<file path="src/hdl/brr_pkg.sv">
// shared types and constants for the brr adpcm sample decoder
`default_nettype none
package brr_pkg;

   localparam int unsigned QUEUE_DEPTH_DEFAULT = 2;

   localparam int unsigned SHIFT_W    = 4;
   localparam int unsigned FILTER_W   = 2;
   localparam int unsigned BYTE_W     = 8;
   localparam int unsigned NIBBLE_W   = 4;
   localparam int unsigned SAMPLE_W   = 16;
   localparam int unsigned SUM_W      = 21;

   localparam logic [SHIFT_W-1:0]         SHIFT_LIMIT   = 4'd12;
   localparam logic signed [SAMPLE_W-1:0] LARGE_NEG     = -16'sd2048;
   localparam logic signed [SUM_W-1:0]    SAMPLE_MAX    = 21'sd32767;
   localparam logic signed [SUM_W-1:0]    SAMPLE_MIN    = -21'sd32768;
   localparam logic [SAMPLE_W-1:0]        SAMPLE_MASK   = 16'hFFFE;

   typedef enum logic [FILTER_W-1:0] {
      FILTER_DIRECT = 2'd0,
      FILTER_ONE    = 2'd1,
      FILTER_TWO    = 2'd2,
      FILTER_THREE  = 2'd3
   } filter_type;

   typedef struct packed {
      logic signed [SAMPLE_W-1:0] residual;
      filter_type                 filter;
      logic                       last;
   } entry_type;

endpackage
`default_nettype wire

</file>
<file path="src/hdl/brr_adpcm_sample_decoder.sv">
// top level of the brr adpcm sample decoder
// Each request transfer carries one BRR data byte with its block's shift and
// filter fields and yields two response transfers: the high-nibble sample
// (last_of_pair 0) then the low-nibble sample (last_of_pair 1). The front end
// issues one scaled nibble per cycle into a short queue unless it is full, and
// takes the next byte as the second one is pushed. The back end runs the
// predictor, saturation and sample history update once per cycle unless the
// response side stalls, since each sample feeds the next one's prediction.
// The response side may stall at any time; the queue keeps the front end
// taking bytes until it fills. Reset clears the sample history to zero.
`default_nettype none
module brr_adpcm_sample_decoder #(
   parameter int unsigned QUEUE_DEPTH = brr_pkg::QUEUE_DEPTH_DEFAULT
) (
   input  wire logic                                clock,
   input  wire logic                                reset,
   input  wire logic                                req_valid,
   output logic                                     req_stall,
   input  wire logic [brr_pkg::SHIFT_W-1:0]         req_shift_amount,
   input  wire logic [brr_pkg::FILTER_W-1:0]        req_filter_mode,
   input  wire logic [brr_pkg::BYTE_W-1:0]          req_data_byte,
   output logic                                     rsp_valid,
   input  wire logic                                rsp_stall,
   output logic signed [brr_pkg::SAMPLE_W-1:0]      rsp_pcm_sample,
   output logic                                     rsp_last_of_pair
);

   logic               q_full, q_empty, q_push, q_pop;
   brr_pkg::entry_type q_push_entry, q_pop_entry;

   brr_front u_front (
      .clock            (clock),
      .reset            (reset),
      .req_valid        (req_valid),
      .req_stall        (req_stall),
      .req_shift_amount (req_shift_amount),
      .req_filter_mode  (req_filter_mode),
      .req_data_byte    (req_data_byte),
      .q_full           (q_full),
      .q_push           (q_push),
      .q_entry          (q_push_entry)
   );

   brr_queue #(
      .DEPTH (QUEUE_DEPTH)
   ) u_queue (
      .clock      (clock),
      .reset      (reset),
      .push       (q_push),
      .push_entry (q_push_entry),
      .full       (q_full),
      .pop        (q_pop),
      .pop_entry  (q_pop_entry),
      .empty      (q_empty)
   );

   brr_back u_back (
      .clock            (clock),
      .reset            (reset),
      .q_empty          (q_empty),
      .q_entry          (q_pop_entry),
      .q_pop            (q_pop),
      .rsp_valid        (rsp_valid),
      .rsp_stall        (rsp_stall),
      .rsp_pcm_sample   (rsp_pcm_sample),
      .rsp_last_of_pair (rsp_last_of_pair)
   );

endmodule
`default_nettype wire

</file>
<file path="src/hdl/brr_front.sv">
// front end: takes one byte transfer and issues its two scaled nibbles
`default_nettype none
module brr_front (
   input  wire logic                              clock,
   input  wire logic                              reset,
   input  wire logic                              req_valid,
   output logic                                   req_stall,
   input  wire logic [brr_pkg::SHIFT_W-1:0]       req_shift_amount,
   input  wire logic [brr_pkg::FILTER_W-1:0]      req_filter_mode,
   input  wire logic [brr_pkg::BYTE_W-1:0]        req_data_byte,
   input  wire logic                              q_full,
   output logic                                   q_push,
   output brr_pkg::entry_type                     q_entry
);

   logic                           item_valid_ff, item_valid_in;
   logic                           phase_ff, phase_in;
   logic [brr_pkg::BYTE_W-1:0]     byte_ff, byte_in;
   logic [brr_pkg::SHIFT_W-1:0]    shift_ff, shift_in;
   brr_pkg::filter_type            filter_ff, filter_in;

   logic                           accept;
   logic                           finish;
   logic [brr_pkg::NIBBLE_W-1:0]   nibble;
   logic [brr_pkg::SAMPLE_W:0]     wide;
   logic signed [brr_pkg::SAMPLE_W-1:0] residual;

   assign q_push    = item_valid_ff && !q_full;
   assign finish    = q_push && phase_ff;
   assign req_stall = item_valid_ff && !finish;
   assign accept    = req_valid && !req_stall;

   assign nibble = phase_ff ? byte_ff[brr_pkg::NIBBLE_W-1:0]
                            : byte_ff[brr_pkg::BYTE_W-1:brr_pkg::NIBBLE_W];

   always_comb begin
      wide = {{(brr_pkg::SAMPLE_W + 1 - brr_pkg::NIBBLE_W){nibble[brr_pkg::NIBBLE_W-1]}},
              nibble} << shift_ff;
      if (shift_ff > brr_pkg::SHIFT_LIMIT) begin
         residual = nibble[brr_pkg::NIBBLE_W-1] ? brr_pkg::LARGE_NEG : '0;
      end else begin
         // floor halving of the shifted nibble
         residual = signed'(wide[brr_pkg::SAMPLE_W:1]);
      end
   end

   always_comb begin
      q_entry.residual = residual;
      q_entry.filter   = filter_ff;
      q_entry.last     = phase_ff;
   end

   always_comb begin
      item_valid_in = item_valid_ff;
      phase_in      = phase_ff;
      byte_in       = byte_ff;
      shift_in      = shift_ff;
      filter_in     = filter_ff;
      if (accept) begin
         item_valid_in = 1'b1;
         phase_in      = 1'b0;
         byte_in       = req_data_byte;
         shift_in      = req_shift_amount;
         filter_in     = brr_pkg::filter_type'(req_filter_mode);
      end else if (finish) begin
         item_valid_in = 1'b0;
         phase_in      = 1'b0;
      end else if (q_push) begin
         phase_in = 1'b1;
      end
   end

   always_ff @(posedge clock) begin
      if (reset) begin
         item_valid_ff <= 1'b0;
         phase_ff      <= 1'b0;
      end else begin
         item_valid_ff <= item_valid_in;
         phase_ff      <= phase_in;
      end
      byte_ff   <= byte_in;
      shift_ff  <= shift_in;
      filter_ff <= filter_in;
   end

endmodule
`default_nettype wire

</file>
<file path="src/hdl/brr_queue.sv">
// short queue of nibble entries between front and back end
`default_nettype none
module brr_queue #(
   parameter int unsigned DEPTH = brr_pkg::QUEUE_DEPTH_DEFAULT
) (
   input  wire logic               clock,
   input  wire logic               reset,
   input  wire logic               push,
   input  wire brr_pkg::entry_type push_entry,
   output logic                    full,
   input  wire logic               pop,
   output brr_pkg::entry_type      pop_entry,
   output logic                    empty
);

   localparam int unsigned PTR_W = (DEPTH > 1) ? $clog2(DEPTH) : 1;
   localparam int unsigned CNT_W = $clog2(DEPTH + 1);

   brr_pkg::entry_type  slot_ff [DEPTH];
   logic [PTR_W-1:0]    wr_ptr_ff, wr_ptr_in;
   logic [PTR_W-1:0]    rd_ptr_ff, rd_ptr_in;
   logic [CNT_W-1:0]    count_ff, count_in;

   assign full      = (count_ff == CNT_W'(DEPTH));
   assign empty     = (count_ff == '0);
   assign pop_entry = slot_ff[rd_ptr_ff];

   always_comb begin
      wr_ptr_in = wr_ptr_ff;
      rd_ptr_in = rd_ptr_ff;
      count_in  = count_ff;
      if (push) begin
         wr_ptr_in = (wr_ptr_ff == PTR_W'(DEPTH - 1)) ? '0 : wr_ptr_ff + 1'b1;
      end
      if (pop) begin
         rd_ptr_in = (rd_ptr_ff == PTR_W'(DEPTH - 1)) ? '0 : rd_ptr_ff + 1'b1;
      end
      if (push && !pop) begin
         count_in = count_ff + 1'b1;
      end else if (pop && !push) begin
         count_in = count_ff - 1'b1;
      end
   end

   always_ff @(posedge clock) begin
      if (reset) begin
         wr_ptr_ff <= '0;
         rd_ptr_ff <= '0;
         count_ff  <= '0;
      end else begin
         wr_ptr_ff <= wr_ptr_in;
         rd_ptr_ff <= rd_ptr_in;
         count_ff  <= count_in;
      end
      if (push) begin
         slot_ff[wr_ptr_ff] <= push_entry;
      end
   end

endmodule
`default_nettype wire

</file>
<file path="src/hdl/brr_back.sv">
// back end: predictor, saturation, sample history and output register
`default_nettype none
module brr_back (
   input  wire logic                                clock,
   input  wire logic                                reset,
   input  wire logic                                q_empty,
   input  wire brr_pkg::entry_type                  q_entry,
   output logic                                     q_pop,
   output logic                                     rsp_valid,
   input  wire logic                                rsp_stall,
   output logic signed [brr_pkg::SAMPLE_W-1:0]      rsp_pcm_sample,
   output logic                                     rsp_last_of_pair
);

   localparam int unsigned SW = brr_pkg::SUM_W;

   logic                                 out_valid_ff, out_valid_in;
   logic signed [brr_pkg::SAMPLE_W-1:0]  sample_ff;
   logic                                 last_ff;
   logic signed [brr_pkg::SAMPLE_W-1:0]  hist1_ff, hist2_ff;

   logic signed [SW-1:0] p1, p2, r, pred, sum;
   logic signed [brr_pkg::SAMPLE_W-1:0]  clamped, sample;

   assign q_pop = !q_empty && (!out_valid_ff || !rsp_stall);

   always_comb begin
      p1 = SW'(hist1_ff);
      p2 = SW'(hist2_ff);
      r  = SW'(q_entry.residual);
      case (q_entry.filter)
         brr_pkg::FILTER_DIRECT: pred = '0;
         brr_pkg::FILTER_ONE:    pred = p1 + ((-p1) >>> 4);
         brr_pkg::FILTER_TWO:    pred = (p1 <<< 1) + ((-(p1 * 21'sd3)) >>> 5)
                                        - p2 + (p2 >>> 4);
         brr_pkg::FILTER_THREE:  pred = (p1 <<< 1) + ((-(p1 * 21'sd13)) >>> 6)
                                        - p2 + ((p2 * 21'sd3) >>> 4);
         default:                pred = '0;
      endcase
      sum = r + pred;
      if (sum > brr_pkg::SAMPLE_MAX) begin
         clamped = brr_pkg::SAMPLE_MAX[brr_pkg::SAMPLE_W-1:0];
      end else if (sum < brr_pkg::SAMPLE_MIN) begin
         clamped = brr_pkg::SAMPLE_MIN[brr_pkg::SAMPLE_W-1:0];
      end else begin
         clamped = sum[brr_pkg::SAMPLE_W-1:0];
      end
      sample = clamped & brr_pkg::SAMPLE_MASK;
   end

   always_comb begin
      out_valid_in = out_valid_ff;
      if (q_pop) begin
         out_valid_in = 1'b1;
      end else if (!rsp_stall) begin
         out_valid_in = 1'b0;
      end
   end

   always_ff @(posedge clock) begin
      if (reset) begin
         out_valid_ff <= 1'b0;
         hist1_ff     <= '0;
         hist2_ff     <= '0;
      end else begin
         out_valid_ff <= out_valid_in;
         if (q_pop) begin
            hist1_ff <= sample;
            hist2_ff <= hist1_ff;
         end
      end
      if (q_pop) begin
         sample_ff <= sample;
         last_ff   <= q_entry.last;
      end
   end

   assign rsp_valid        = out_valid_ff;
   assign rsp_pcm_sample   = sample_ff;
   assign rsp_last_of_pair = last_ff;

endmodule
`default_nettype wire

</file>
<file path="config.mk">
export PLATFORM = sky130hd
export DESIGN_NAME = brr_adpcm_sample_decoder
export DESIGN_NICKNAME = d
export VERILOG_FILES = /design/src/hdl/brr_pkg.sv /design/src/hdl/brr_adpcm_sample_decoder.sv /design/src/hdl/brr_front.sv /design/src/hdl/brr_queue.sv /design/src/hdl/brr_back.sv
export SDC_FILE = /design/constraint.sdc
export NUM_CORES = 1
export LEC_CHECK = 0
export ABC_AREA = 1
export BUFFER_PORTS_ARGS = -buffer_cell sky130_fd_sc_hd__clkbuf_2
export CAP_MARGIN = 20
export CORE_MARGIN = 5
export CORE_UTILIZATION = 65
export DETAILED_ROUTE_END_ITERATION = 12
export PLACE_DENSITY = 0.86
export SETUP_SLACK_MARGIN = 0.4
export SYNTH_ARGS = -nofsm -noshare
export SYNTH_HDL_FRONTEND = slang
export SYNTH_SLANG_ARGS = --single-unit
</file>
<file path="constraint.sdc">
create_clock -name clock -period 16.4 [get_ports clock]
set_input_delay 0.82 -clock clock [delete_from_list [all_inputs] [get_ports clock]]
set_output_delay 0.82 -clock clock [all_outputs]
set_load 0.01 [all_outputs]
</file>
==> impl_metrics.xml, run 1 <==
<?xml version="1.0" encoding="UTF-8"?>
<metrics>
  <group name="yosys">
    <metric name="yosys-top-cells-count" unit="">390 x sky130_fd_sc_hd__nand2_1, 334 x sky130_fd_sc_hd__inv_1, 180 x sky130_fd_sc_hd__ha_1</metric>
    <metric name="synth_top_cell_by_area" unit="">sky130_fd_sc_hd__ha_1</metric>
    <metric name="dominantRegCellSynth" unit="">sky130_fd_sc_hd__edfxtp_1</metric>
    <metric name="synth-seq-area-share" unit="">0.198</metric>
    <metric name="syn-num-nets" unit="">2194</metric>
    <metric name="syn-mean-instance-area" unit="µm²">7.37</metric>
    <metric name="synth.area.top_cells" unit="">sky130_fd_sc_hd__ha_1 16%, sky130_fd_sc_hd__edfxtp_1 14%, sky130_fd_sc_hd__fa_1 10%, sky130_fd_sc_hd__nand2_1 10%, sky130_fd_sc_hd__inv_1 8.9%</metric>
    <metric name="yosysTopAreaCellShare" unit="">0.159</metric>
    <metric name="synth.ff_latch_count" unit="">106</metric>
    <metric name="count_of_flip_flops_with_a_built_in_enable_after_synthesis" unit="">68</metric>
    <metric name="syn-cell-area" unit="µm²">14200</metric>
    <metric name="asyncSetResetFlopFracSynth" unit="">0</metric>
    <metric name="synthesis.yosys.warnings" unit="">0</metric>
    <metric name="synth_cells" unit="">1922</metric>
    <metric name="yosysMostFrequentCell" unit="">sky130_fd_sc_hd__nand2_1</metric>
    <metric name="synthDistinctLibCells" unit="">58</metric>
  </group>
  <group name="critical_path">
    <metric name="crit_fanout" unit="">14</metric>
    <metric name="setup.worst_path.end_class" unit="">register</metric>
    <metric name="crit_path_leading_delay_family" unit="">simple AND/OR/NAND/NOR gates</metric>
    <metric name="critPathMostFrequentCell" unit="">sky130_fd_sc_hd__inv_1</metric>
    <metric name="critPathRequiredTime" unit="ns">16.51</metric>
    <metric name="crit_slowest_cell" unit="">sky130_fd_sc_hd__dfxtp_1</metric>
    <metric name="critPathArrivalTime" unit="ns">10.21</metric>
    <metric name="critical_path_buf_inv_count" unit="">8</metric>
    <metric name="critPathKind" unit="">register to register</metric>
    <metric name="timing.critical_path.from_type" unit="">register</metric>
    <metric name="timing.critical_path.slowest_cell_delay" unit="ns">0.67</metric>
  </group>
  <group name="clocking">
    <metric name="cts-root-buf" unit="">sky130_fd_sc_hd__clkbuf_16</metric>
    <metric name="post-cts-setup-buffers" unit="">0</metric>
    <metric name="tritoncts" unit="">done</metric>
    <metric name="htree_num_levels" unit="">3</metric>
    <metric name="cts.path.max_buffers" unit="">2</metric>
    <metric name="clock_slew_seen_by_the_registers_of_the_worst_setup_and_hold_paths" unit="ns">0.08</metric>
    <metric name="cts.repair.resized" unit="">0</metric>
    <metric name="numClockSinks" unit="">106</metric>
    <metric name="cts_buffers" unit="">9</metric>
    <metric name="clk_latency" unit="ns">0.36</metric>
    <metric name="ctsHoldBuffers" unit="">0</metric>
  </group>
  <group name="detailed_routing">
    <metric name="drc_errors" unit="">0</metric>
    <metric name="routed_wire_length_per_instance" unit="µm">18.4</metric>
    <metric name="drt-met1-wl" unit="mm">18.1</metric>
    <metric name="drt-total-wl" unit="mm">41.2</metric>
    <metric name="highest-signal-layer" unit="">met4</metric>
    <metric name="vias_per_cell" unit="">5.87</metric>
    <metric name="vias" unit="">13100</metric>
    <metric name="final_antenna_net_count" unit="">0</metric>
    <metric name="dr_wl_met3" unit="mm">3.96</metric>
    <metric name="drt-initial-drc-count" unit="">1432</metric>
    <metric name="dr.pass1.iters" unit="">6</metric>
    <metric name="met2WireLength" unit="mm">17.7</metric>
  </group>
  <group name="floorplanning">
    <metric name="initial_core_util" unit="">0.655</metric>
    <metric name="placementRows" unit="">54</metric>
    <metric name="io-pin-count" unit="">37</metric>
    <metric name="core-area" unit="µm²">21600</metric>
    <metric name="floorplan.die_area" unit="µm²">24800</metric>
    <metric name="chipHeight" unit="µm">158</metric>
    <metric name="chipWidth" unit="µm">158</metric>
  </group>
  <group name="placed_design">
    <metric name="hpwl" unit="mm">34.3</metric>
    <metric name="port_buffers" unit="">35</metric>
    <metric name="globalplace.congestion" unit="">1.02</metric>
    <metric name="dp_cell_count" unit="">2221</metric>
  </group>
  <group name="min_path">
    <metric name="hp-class" unit="">register to register</metric>
  </group>
  <group name="sta">
    <metric name="slew_viol_final" unit="">0</metric>
    <metric name="max_clock_freq" unit="MHz">99.1</metric>
    <metric name="clock-skew-final" unit="ns">0.00839</metric>
    <metric name="period_share" unit="">0.615</metric>
    <metric name="final.min_clock_period" unit="ns">10.09</metric>
    <metric name="setup_viol_count_final" unit="">0</metric>
    <metric name="timing_worst_slew_pin_value" unit="ns">0.969</metric>
    <metric name="setup-tns-final" unit="ns">0</metric>
    <metric name="max_slew_margin" unit="">0.348</metric>
    <metric name="fin_worst_hold_slack" unit="ns">0.456</metric>
    <metric name="finalHoldViolCount" unit="">0</metric>
    <metric name="rsz0062_at_grt" unit="">no</metric>
  </group>
  <group name="global_routing">
    <metric name="grtUsageTotal" unit="">0.333</metric>
    <metric name="maximum_number_of_pins_on_one_net_before_global_route_repair" unit="">38</metric>
    <metric name="grt_pass1_vias" unit="">12200</metric>
    <metric name="global_route_wire_length_before_repair" unit="mm">65.0</metric>
    <metric name="grt_antenna_before_repair" unit="">0</metric>
    <metric name="grt_overflow" unit="">0</metric>
  </group>
  <group name="finish">
    <metric name="fin_nets" unit="">2225</metric>
    <metric name="stdcell_count" unit="">2238</metric>
    <metric name="insertedDiodeCount" unit="">0</metric>
    <metric name="final_core_utilization" unit="">0.691</metric>
    <metric name="syn2layout_area_growth" unit="%">5.49</metric>
    <metric name="post_route_cells_drive_above_1_share" unit="">0.0623</metric>
    <metric name="final_layout_fill_cell_count" unit="">1882</metric>
  </group>
  <group name="job">
    <metric name="drv_cap" unit="">0</metric>
  </group>
  <group name="run_status">
    <metric name="run_status" unit="">finished clean</metric>
  </group>
</metrics>
[cell type report]
cell class / instances / area [µm²] / share of cell area
repair buffers: 42 / 228 / 0.0152
clock inverters: 7 / 88.8 / 0.00595
clock buffers: 9 / 225 / 0.0151
multi-input cells: 1452 / 9960 / 0.667
inverters: 342 / 1280 / 0.0859
flip-flops and latches: 106 / 2800 / 0.188
well taps: 280 / 350 / 0.0234
[layout by cell type, fill, tap and decap left out, drive strengths merged, types with 12 or more instances in the layout]
cell type,instances
nor2,132
nand3,128
ha,180
o21bai,14
o21ai,105
dfxtp,38
a31oi,12
nor3,20
xor2,80
fa,74
nand4,30
xnor2,29
a21oi,160
inv,342
edfxtp,68
clkbuf,44
nand2,406
mux2,16
[worst register-to-register path, delay by kind of cell, from the launching register on]
| kind | cells | cell delay [ns] |
|---|---|---|
| fa+ha+maj | 8 | 3.39 |
| flops | 1 | 0.67 |
| compound gates | 3 | 0.55 |
| buf+inv | 8 | 0.84 |
| xor+xnor | 2 | 0.71 |
| simple gates | 22 | 3.67 |
[routing by layer]
| metal | vias up | track usage |
|---|---|---|
| li1 | 6361 | - |
| met1 | 6024 | 0.485 |
| met2 | 633 | 0.505 |
| met3 | 116 | 0.0599 |
| met4 | 0 | 0.111 |
| met5 | - | 0 |
[flip-flops by register name, indices dropped and copies added, names as in the netlist, named ones only]
signal and flops:
u_back.rsp_valid 1, u_front.filter_ff 2, u_front.shift_ff 4, u_back.rsp_pcm_sample 15
u_back.rsp_last_of_pair 1, u_front.byte_ff 8, u_queue.rd_ptr_ff 1, u_back.hist2_ff 15
u_back.hist1_ff 15, u_queue.count_ff 2, u_queue.wr_ptr_ff 1, u_front.phase_ff 1
u_front.item_valid_ff 1, u_queue.slot_ff 38
[through the flow]
stage                     instance area [µm²]  setup WS, ns
after CTS                               14900          6.54
after global routing                    14900          5.59
final                                   14900          6.31
after detailed placement                14600          6.59
after floorplan                         14200          8.43
after global placement                  14600          6.76
[final timing paths]
check | endpoint | start | slack (ns) | cells after the start
min | u_queue.slot_ff[0][2]$_DFFE_PP_ | u_front.filter_ff[1]$_DFFE_PP_ | 0.46 | 0
min reg2reg | u_queue.slot_ff[0][2]$_DFFE_PP_ | u_front.filter_ff[1]$_DFFE_PP_ | 0.46 | 0
max reg2reg | u_back.rsp_pcm_sample[11]$_DFFE_PP_ | u_back.hist1_ff[4]$_SDFFE_PP0P_ | 6.31 | 43
max | u_back.rsp_pcm_sample[11]$_DFFE_PP_ | u_back.hist1_ff[4]$_SDFFE_PP0P_ | 6.31 | 43
[logic make-up after synthesis]
family / after synthesis / share of synthesized area
XOR/XNOR: 109 / 0.0674
AND/OR/NAND/NOR: 738 / 0.228
adder cells (fa/ha/maj): 254 / 0.264
AO/OA/AOI/OAI: 332 / 0.130
buffers and inverters: 364 / 0.0989
other: 1 / 0.000265
flip-flops: 106 / 0.198
multiplexers: 18 / 0.0141
Power of run 1 is not shown: default switching activity piles up to over one toggle a cycle in this logic, so the estimate is an artifact.
==> inputs of run 2 (changes only) <==
==> constraint.sdc (replaced) <==
create_clock -name clock -period 10.3 [get_ports clock]
set_input_delay 0.515 -clock clock [delete_from_list [all_inputs] [get_ports clock]]
set_output_delay 0.515 -clock clock [all_outputs]
set_load 0.01 [all_outputs]
==> run 2 against run 1 <==
Effect of this change:
- global-route usage hardly changed
- clock skew shrank 0.00064 ns
- hold slack worse by 0.13 ns
- via count increased by 2.3%
- flip-flop and latch count is the same
- count of clock-buffer cells in the layout unchanged
- critical path depth rose by 6
- register-to-register slack got worse by 5.4 ns
- worst setup slack got worse by 5.4 ns
- sequential share of layout area is 0.26 points lower
- die area unchanged
- cell area is 1.9% higher
==> impl_metrics.xml, run 2 (synthesis results as in run 1) <==
<?xml version="1.0" encoding="UTF-8"?>
<metrics>
  <group name="placed_design">
    <metric name="port_buffers" unit="">35</metric>
    <metric name="globalplace.congestion" unit="">1.01</metric>
    <metric name="dp_slack" unit="ns">0.568</metric>
    <metric name="hpwl" unit="mm">34.2</metric>
  </group>
  <group name="global_routing">
    <metric name="maximum_number_of_pins_on_one_net_before_global_route_repair" unit="">38</metric>
    <metric name="global_route_wire_length_before_repair" unit="mm">65.2</metric>
    <metric name="grtUsageTotal" unit="">0.334</metric>
    <metric name="grt_overflow" unit="">0</metric>
    <metric name="grt_antenna_before_repair" unit="">0</metric>
    <metric name="grt_pass1_vias" unit="">12200</metric>
  </group>
  <group name="critical_path">
    <metric name="critPathKind" unit="">register to register</metric>
    <metric name="setup.worst_path.end_class" unit="">register</metric>
    <metric name="crit_slowest_cell" unit="">sky130_fd_sc_hd__fa_1</metric>
    <metric name="reg2reg_from" unit="">u_back.hist1_ff[5]$_SDFFE_PP0P_</metric>
    <metric name="crit_fanout" unit="">9</metric>
    <metric name="critPathRequiredTime" unit="ns">10.56</metric>
    <metric name="crit_path_start" unit="">u_back.hist1_ff[5]$_SDFFE_PP0P_</metric>
    <metric name="critPathMostFrequentCell" unit="">sky130_fd_sc_hd__inv_1</metric>
    <metric name="critPathArrivalTime" unit="ns">9.65</metric>
    <metric name="timing.critical_path.from_type" unit="">register</metric>
    <metric name="timing.critical_path.slowest_cell_delay" unit="ns">0.61</metric>
  </group>
  <group name="clocking">
    <metric name="ctsHoldBuffers" unit="">0</metric>
    <metric name="htree_num_levels" unit="">3</metric>
    <metric name="clk_latency" unit="ns">0.36</metric>
    <metric name="clock_slew_seen_by_the_registers_of_the_worst_setup_and_hold_paths" unit="ns">0.08</metric>
    <metric name="cts.path.max_buffers" unit="">2</metric>
    <metric name="numClockSinks" unit="">106</metric>
    <metric name="tritoncts" unit="">done</metric>
    <metric name="cts_buffers" unit="">9</metric>
    <metric name="cts-root-buf" unit="">sky130_fd_sc_hd__clkbuf_16</metric>
  </group>
  <group name="sta">
    <metric name="period_share" unit="">0.911</metric>
    <metric name="fin_worst_hold_slack" unit="ns">0.323</metric>
    <metric name="setup-tns-final" unit="ns">0</metric>
    <metric name="timing_worst_slew_pin_value" unit="ns">0.863</metric>
    <metric name="rsz0062_at_grt" unit="">no</metric>
    <metric name="finalHoldViolCount" unit="">0</metric>
    <metric name="fin_ws" unit="ns">0.916</metric>
    <metric name="final.min_clock_period" unit="ns">9.38</metric>
    <metric name="slew_viol_final" unit="">0</metric>
    <metric name="setup_viol_count_final" unit="">0</metric>
    <metric name="max_slew_margin" unit="">0.419</metric>
    <metric name="max_clock_freq" unit="MHz">107</metric>
    <metric name="clock-skew-final" unit="ns">0.00775</metric>
  </group>
  <group name="finish">
    <metric name="insertedDiodeCount" unit="">0</metric>
    <metric name="fin_nets" unit="">2250</metric>
    <metric name="max_flop_register" unit="">u_queue.slot_ff</metric>
    <metric name="post_route_cells_drive_above_1_share" unit="">0.0837</metric>
    <metric name="largest_register_ffs" unit="">38</metric>
    <metric name="final_core_utilization" unit="">0.704</metric>
    <metric name="final_layout_fill_cell_count" unit="">1819</metric>
    <metric name="layout_commonest_cell" unit="">sky130_fd_sc_hd__nand2_1</metric>
    <metric name="mostFrequentLayoutCells" unit="">389 x sky130_fd_sc_hd__nand2_1, 330 x sky130_fd_sc_hd__inv_1, 179 x sky130_fd_sc_hd__ha_1, 159 x sky130_fd_sc_hd__a21oi_1, 126 x sky130_fd_sc_hd__nor2_1</metric>
    <metric name="syn2layout_area_growth" unit="%">7.48</metric>
  </group>
  <group name="floorplanning">
    <metric name="core-area" unit="µm²">21600</metric>
    <metric name="chipHeight" unit="µm">158</metric>
    <metric name="floorplan.die_area" unit="µm²">24800</metric>
    <metric name="initial_core_util" unit="">0.655</metric>
    <metric name="chipWidth" unit="µm">158</metric>
    <metric name="placementRows" unit="">54</metric>
    <metric name="io-pin-count" unit="">37</metric>
  </group>
  <group name="detailed_routing">
    <metric name="dr.pass1.iters" unit="">6</metric>
    <metric name="vias_per_cell" unit="">5.94</metric>
    <metric name="drt-total-wl" unit="mm">41.9</metric>
    <metric name="drc_errors" unit="">0</metric>
    <metric name="drt-initial-drc-count" unit="">1434</metric>
    <metric name="routed_wire_length_per_instance" unit="µm">18.5</metric>
    <metric name="final_antenna_net_count" unit="">0</metric>
    <metric name="vias" unit="">13400</metric>
  </group>
  <group name="min_path">
    <metric name="hp-class" unit="">input port to register</metric>
    <metric name="timing.hold.worst.start" unit="">req_data_byte[3]</metric>
  </group>
  <group name="run_status">
    <metric name="run_status" unit="">finished clean</metric>
  </group>
  <group name="job">
    <metric name="drv_cap" unit="">0</metric>
  </group>
</metrics>
[run 2: changes by cell type in the layout (fill, tap and decap cells not counted), moves of 3 or more]
cell,change
sky130_fd_sc_hd__inv_1,-4
sky130_fd_sc_hd__clkinvlp_4,+4
sky130_fd_sc_hd__dfxtp_2,+4
sky130_fd_sc_hd__buf_4,+23
sky130_fd_sc_hd__xnor2_2,+3
sky130_fd_sc_hd__dfxtp_1,-6
sky130_fd_sc_hd__xnor2_1,-3
[run 2: area by class of cell]
| class | count | area [µm²] | share of cell area |
|---|---|---|---|
| clock buffers | 9 | 225 | 0.0148 |
| clock inverters | 7 | 88.8 | 0.00584 |
| inverters | 342 | 1300 | 0.0853 |
| multi-input cells | 1454 | 10000 | 0.660 |
| flip-flops and latches | 106 | 2820 | 0.185 |
| well taps | 280 | 350 | 0.0230 |
| repair buffers | 65 | 400 | 0.0263 |
[run 2: what timing repair did]
action	CTS	global route
buffers inserted	0	13
setup endpoints to repair	0	30
gates resized for setup	0	23
[run 2: per-stage QoR]
stage,std cells,instance area [µm²]
after floorplan,1922,14200
final,2263,15200
after global placement,2231,14700
after detailed placement,2231,14700
after CTS,2247,15000
after global routing,2263,15200
[run 2: final timing paths]
path                                           to  slack (ns)  depth (start not counted)
setup / recovery  u_back.hist1_ff[7]$_SDFFE_PP0P_        0.92                         49
hold / removal       u_front.byte_ff[3]$_DFFE_PP_        0.32                          1
setup reg to reg  u_back.hist1_ff[7]$_SDFFE_PP0P_        0.92                         49
hold reg to reg                          register        0.47                          1
[run 2: metal layers]
metal | track usage | share of wire | vias to the layer above
li1 | - | - | 6427
met1 | 0.490 | 0.44 | 6231
met2 | 0.510 | 0.44 | 696
met3 | 0.0637 | 0.093 | 84
met4 | 0.0819 | 0.026 | 0
met5 | 0 | 0 | -
[run 2: worst max-delay path: cells and delay by family (launching register included)]
family	cells	cell delay, ns
buffers and inverters	9	0.84
AOI/OAI and AO/OA	4	0.69
and+or+nand+nor	26	3.51
DFF	1	0.32
adders and majority gates	8	3.49
xor gates and xnor gates	2	0.44
Power of run 2 is left out for the same reason.
==> inputs of run 3 (changes only) <==
--- a/config.mk
+++ b/config.mk
@@ -9,9 +9,9 @@
 export BUFFER_PORTS_ARGS = -buffer_cell sky130_fd_sc_hd__clkbuf_2
 export CAP_MARGIN = 20
 export CORE_MARGIN = 5
-export CORE_UTILIZATION = 65
+export CORE_UTILIZATION = 59
 export DETAILED_ROUTE_END_ITERATION = 12
-export PLACE_DENSITY = 0.86
+export PLACE_DENSITY = 0.82
 export SETUP_SLACK_MARGIN = 0.4
 export SYNTH_ARGS = -nofsm -noshare
 export SYNTH_HDL_FRONTEND = slang
==> constraint.sdc (replaced) <==
create_clock -name clock -period 8.5 [get_ports clock]
set_input_delay 0.425 -clock clock [delete_from_list [all_inputs] [get_ports clock]]
set_output_delay 0.425 -clock clock [all_outputs]
set_load 0.01 [all_outputs]
==> run 3 against run 2 <==
Effect of this change:
- cell count is 6.2% higher
- global-route usage is 0.87 points lower
- count of clock-buffer cells in the layout stayed put
- hold slack worse by 0.11 ns
==> impl_metrics.xml, run 3 (synthesis results as in run 1) <==
<?xml version="1.0" encoding="UTF-8"?>
<metrics>
  <group name="sta">
    <metric name="period_share" unit="">0.962</metric>
    <metric name="final.min_clock_period" unit="ns">8.18</metric>
    <metric name="finalHoldViolCount" unit="">0</metric>
    <metric name="max_clock_freq" unit="MHz">122</metric>
    <metric name="fin_worst_hold_slack" unit="ns">0.218</metric>
    <metric name="max_slew_margin" unit="">0.455</metric>
    <metric name="rsz0062_at_grt" unit="">yes</metric>
    <metric name="slew_viol_final" unit="">0</metric>
    <metric name="timing_worst_slew_pin_value" unit="ns">0.817</metric>
    <metric name="clock-skew-final" unit="ns">0.0180</metric>
    <metric name="setup_viol_count_final" unit="">0</metric>
  </group>
  <group name="critical_path">
    <metric name="reg2reg_from" unit="">u_back.hist1_ff[4]$_SDFFE_PP0P_</metric>
    <metric name="timing.critical_path.slowest_cell_delay" unit="ns">0.56</metric>
    <metric name="critPathArrivalTime" unit="ns">8.30</metric>
    <metric name="reg2reg_slack" unit="ns">0.32</metric>
    <metric name="setup.worst_path.end_class" unit="">register</metric>
    <metric name="critPathMostFrequentCell" unit="">sky130_fd_sc_hd__nand2_1</metric>
    <metric name="timing.critical_path.from_type" unit="">register</metric>
    <metric name="crit_fanout" unit="">14</metric>
    <metric name="crit_slowest_cell" unit="">sky130_fd_sc_hd__fa_1</metric>
    <metric name="critPathRequiredTime" unit="ns">8.62</metric>
    <metric name="critPathKind" unit="">register to register</metric>
    <metric name="reg2regPathDepth" unit="">44</metric>
    <metric name="crit-reg2reg-capture" unit="">u_back.rsp_pcm_sample[13]$_DFFE_PP_</metric>
  </group>
  <group name="run_status">
    <metric name="run_status" unit="">finished clean</metric>
  </group>
  <group name="detailed_routing">
    <metric name="drt-total-wl" unit="mm">50.9</metric>
    <metric name="dr.pass1.iters" unit="">6</metric>
    <metric name="drt-initial-drc-count" unit="">1569</metric>
    <metric name="vias_per_cell" unit="">6.00</metric>
    <metric name="drc_errors" unit="">0</metric>
    <metric name="routed_wire_length_per_instance" unit="µm">21.2</metric>
    <metric name="final_antenna_net_count" unit="">0</metric>
    <metric name="vias" unit="">14400</metric>
  </group>
  <group name="min_path">
    <metric name="timing.hold.worst.start" unit="">req_shift_amount[2]</metric>
    <metric name="hp-class" unit="">input port to register</metric>
    <metric name="hold_path_end" unit="">u_front.shift_ff[2]$_DFFE_PP_</metric>
    <metric name="worst_hold_path.num_cells" unit="">1</metric>
  </group>
  <group name="placed_design">
    <metric name="hpwl" unit="mm">35.6</metric>
    <metric name="port_buffers" unit="">35</metric>
    <metric name="globalplace.congestion" unit="">0.970</metric>
  </group>
  <group name="finish">
    <metric name="mostFrequentLayoutCells" unit="">336 x sky130_fd_sc_hd__nand2_1, 306 x sky130_fd_sc_hd__inv_1, 132 x sky130_fd_sc_hd__a21oi_1, 127 x sky130_fd_sc_hd__ha_1, 116 x sky130_fd_sc_hd__buf_4</metric>
    <metric name="syn2layout_area_growth" unit="%">25.2</metric>
    <metric name="final_layout_fill_cell_count" unit="">1679</metric>
    <metric name="max_flop_register" unit="">u_queue.slot_ff</metric>
    <metric name="insertedDiodeCount" unit="">0</metric>
    <metric name="largest_register_ffs" unit="">38</metric>
    <metric name="post_route_cells_drive_above_1_share" unit="">0.255</metric>
    <metric name="layout_commonest_cell" unit="">sky130_fd_sc_hd__nand2_1</metric>
    <metric name="fin_nets" unit="">2352</metric>
  </group>
  <group name="job">
    <metric name="drv_cap" unit="">0</metric>
  </group>
  <group name="global_routing">
    <metric name="grt_antenna_before_repair" unit="">0</metric>
    <metric name="grt_pass1_vias" unit="">12900</metric>
    <metric name="grt_overflow" unit="">0</metric>
    <metric name="global_route_wire_length_before_repair" unit="mm">68.2</metric>
    <metric name="grtUsageTotal" unit="">0.325</metric>
    <metric name="maximum_number_of_pins_on_one_net_before_global_route_repair" unit="">45</metric>
  </group>
  <group name="clocking">
    <metric name="tritoncts" unit="">done</metric>
    <metric name="cts_buffers" unit="">9</metric>
    <metric name="numClockSinks" unit="">106</metric>
    <metric name="htree_num_levels" unit="">3</metric>
    <metric name="clk_latency" unit="ns">0.37</metric>
    <metric name="clock_slew_seen_by_the_registers_of_the_worst_setup_and_hold_paths" unit="ns">0.10</metric>
    <metric name="ctsHoldBuffers" unit="">0</metric>
    <metric name="cts-root-buf" unit="">sky130_fd_sc_hd__clkbuf_16</metric>
    <metric name="cts.path.max_buffers" unit="">2</metric>
  </group>
  <group name="floorplanning">
    <metric name="initial_core_util" unit="">0.602</metric>
    <metric name="placementRows" unit="">56</metric>
    <metric name="chipWidth" unit="µm">165</metric>
    <metric name="floorplan.die_area" unit="µm²">27200</metric>
    <metric name="io-pin-count" unit="">37</metric>
    <metric name="core-area" unit="µm²">23500</metric>
    <metric name="chipHeight" unit="µm">165</metric>
  </group>
</metrics>
-- run 3: changes by cell type in the layout (fill, tap and decap cells not counted), moves of 23 or more --
cell,change
sky130_fd_sc_hd__buf_4,+86
sky130_fd_sc_hd__nand2_1,-53
sky130_fd_sc_hd__ha_1,-52
sky130_fd_sc_hd__ha_4,+47
sky130_fd_sc_hd__nand2_2,+45
sky130_fd_sc_hd__nor2_1,-30
sky130_fd_sc_hd__a21oi_1,-27
sky130_fd_sc_hd__inv_1,-24
sky130_fd_sc_hd__inv_2,+23
-- run 3: area by class of cell --
class	count	area [µm²]	area share
clock inverters	7	91.3	0.00515
clock buffers	9	225	0.0127
flip-flops and latches	106	2820	0.159
multi-input cells	1452	11600	0.653
inverters	342	1310	0.0737
repair buffers	169	1300	0.0735
well taps	319	399	0.0225
-- run 3: worst max-delay path, delay by kind of cell, from the launching register on --
| family | cells | cell delay (ns) |
|---|---|---|
| xor gates and xnor gates | 2 | 0.45 |
| AOI/OAI and AO/OA | 9 | 1.33 |
| adders and majority gates | 8 | 2.91 |
| buffers and inverters | 10 | 1.21 |
| DFF | 1 | 0.38 |
| and+or+nand+nor | 15 | 1.65 |
-- run 3: worst max-delay path by stage --
stage,startpoint,to,slack [ns]
detailed placement,u_back.hist1_ff[4]$_SDFFE_PP0P_,u_back.rsp_pcm_sample[13]$_DFFE_PP_,-0.09
floorplan,u_back.hist1_ff[5]$_SDFFE_PP0P_,u_back.rsp_pcm_sample[10]$_DFFE_PP_,0.53
global placement,u_back.hist1_ff[2]$_SDFFE_PP0P_,u_back.rsp_pcm_sample[11]$_DFFE_PP_,0.1
finish,u_back.hist1_ff[4]$_SDFFE_PP0P_,u_back.rsp_pcm_sample[13]$_DFFE_PP_,0.32
CTS,u_back.hist1_ff[2]$_SDFFE_PP0P_,u_back.rsp_pcm_sample[13]$_DFFE_PP_,0.40
global route,u_back.hist1_ff[6]$_SDFFE_PP0P_,u_back.hist1_ff[9]$_SDFFE_PP0P_,0.04
-- run 3: repair_timing --
| item | CTS | global route |
|---|---|---|
| pin swaps | 22 | 113 |
| cloned | 0 | 3 |
| setup endpoints to repair | 30 | 30 |
| resized for setup | 74 | 306 |
| buffers inserted | 10 | 39 |
-- run 3: routing by layer --
layer / track usage / wire [µm] / up-vias / part of all wire
li1: - / - / 6612 / -
met3: 0.0474 / 4600 / 220 / 0.090
met5: 0 / 0 / - / 0
met4: 0.102 / 2860 / 0 / 0.056
met1: 0.449 / 20000 / 6775 / 0.39
met2: 0.529 / 23400 / 806 / 0.46
-- run 3: per-stage QoR --
step	cells	area (µm²)	TNS, ns	setup WS [ns]	util
4_1_cts	2360	16000	0	0.405	0.682
3_5_place_dp	2334	15300	-1.29	-0.0916	0.648
2_1_floorplan	1922	14200	0	0.533	-
3_3_place_gp	2334	15300	0	0.0975	0.648
5_1_grt	2404	17700	0	0.0381	0.753
6_report	2404	17700	0	0.322	0.753
Power of run 3 is left out for the same reason.
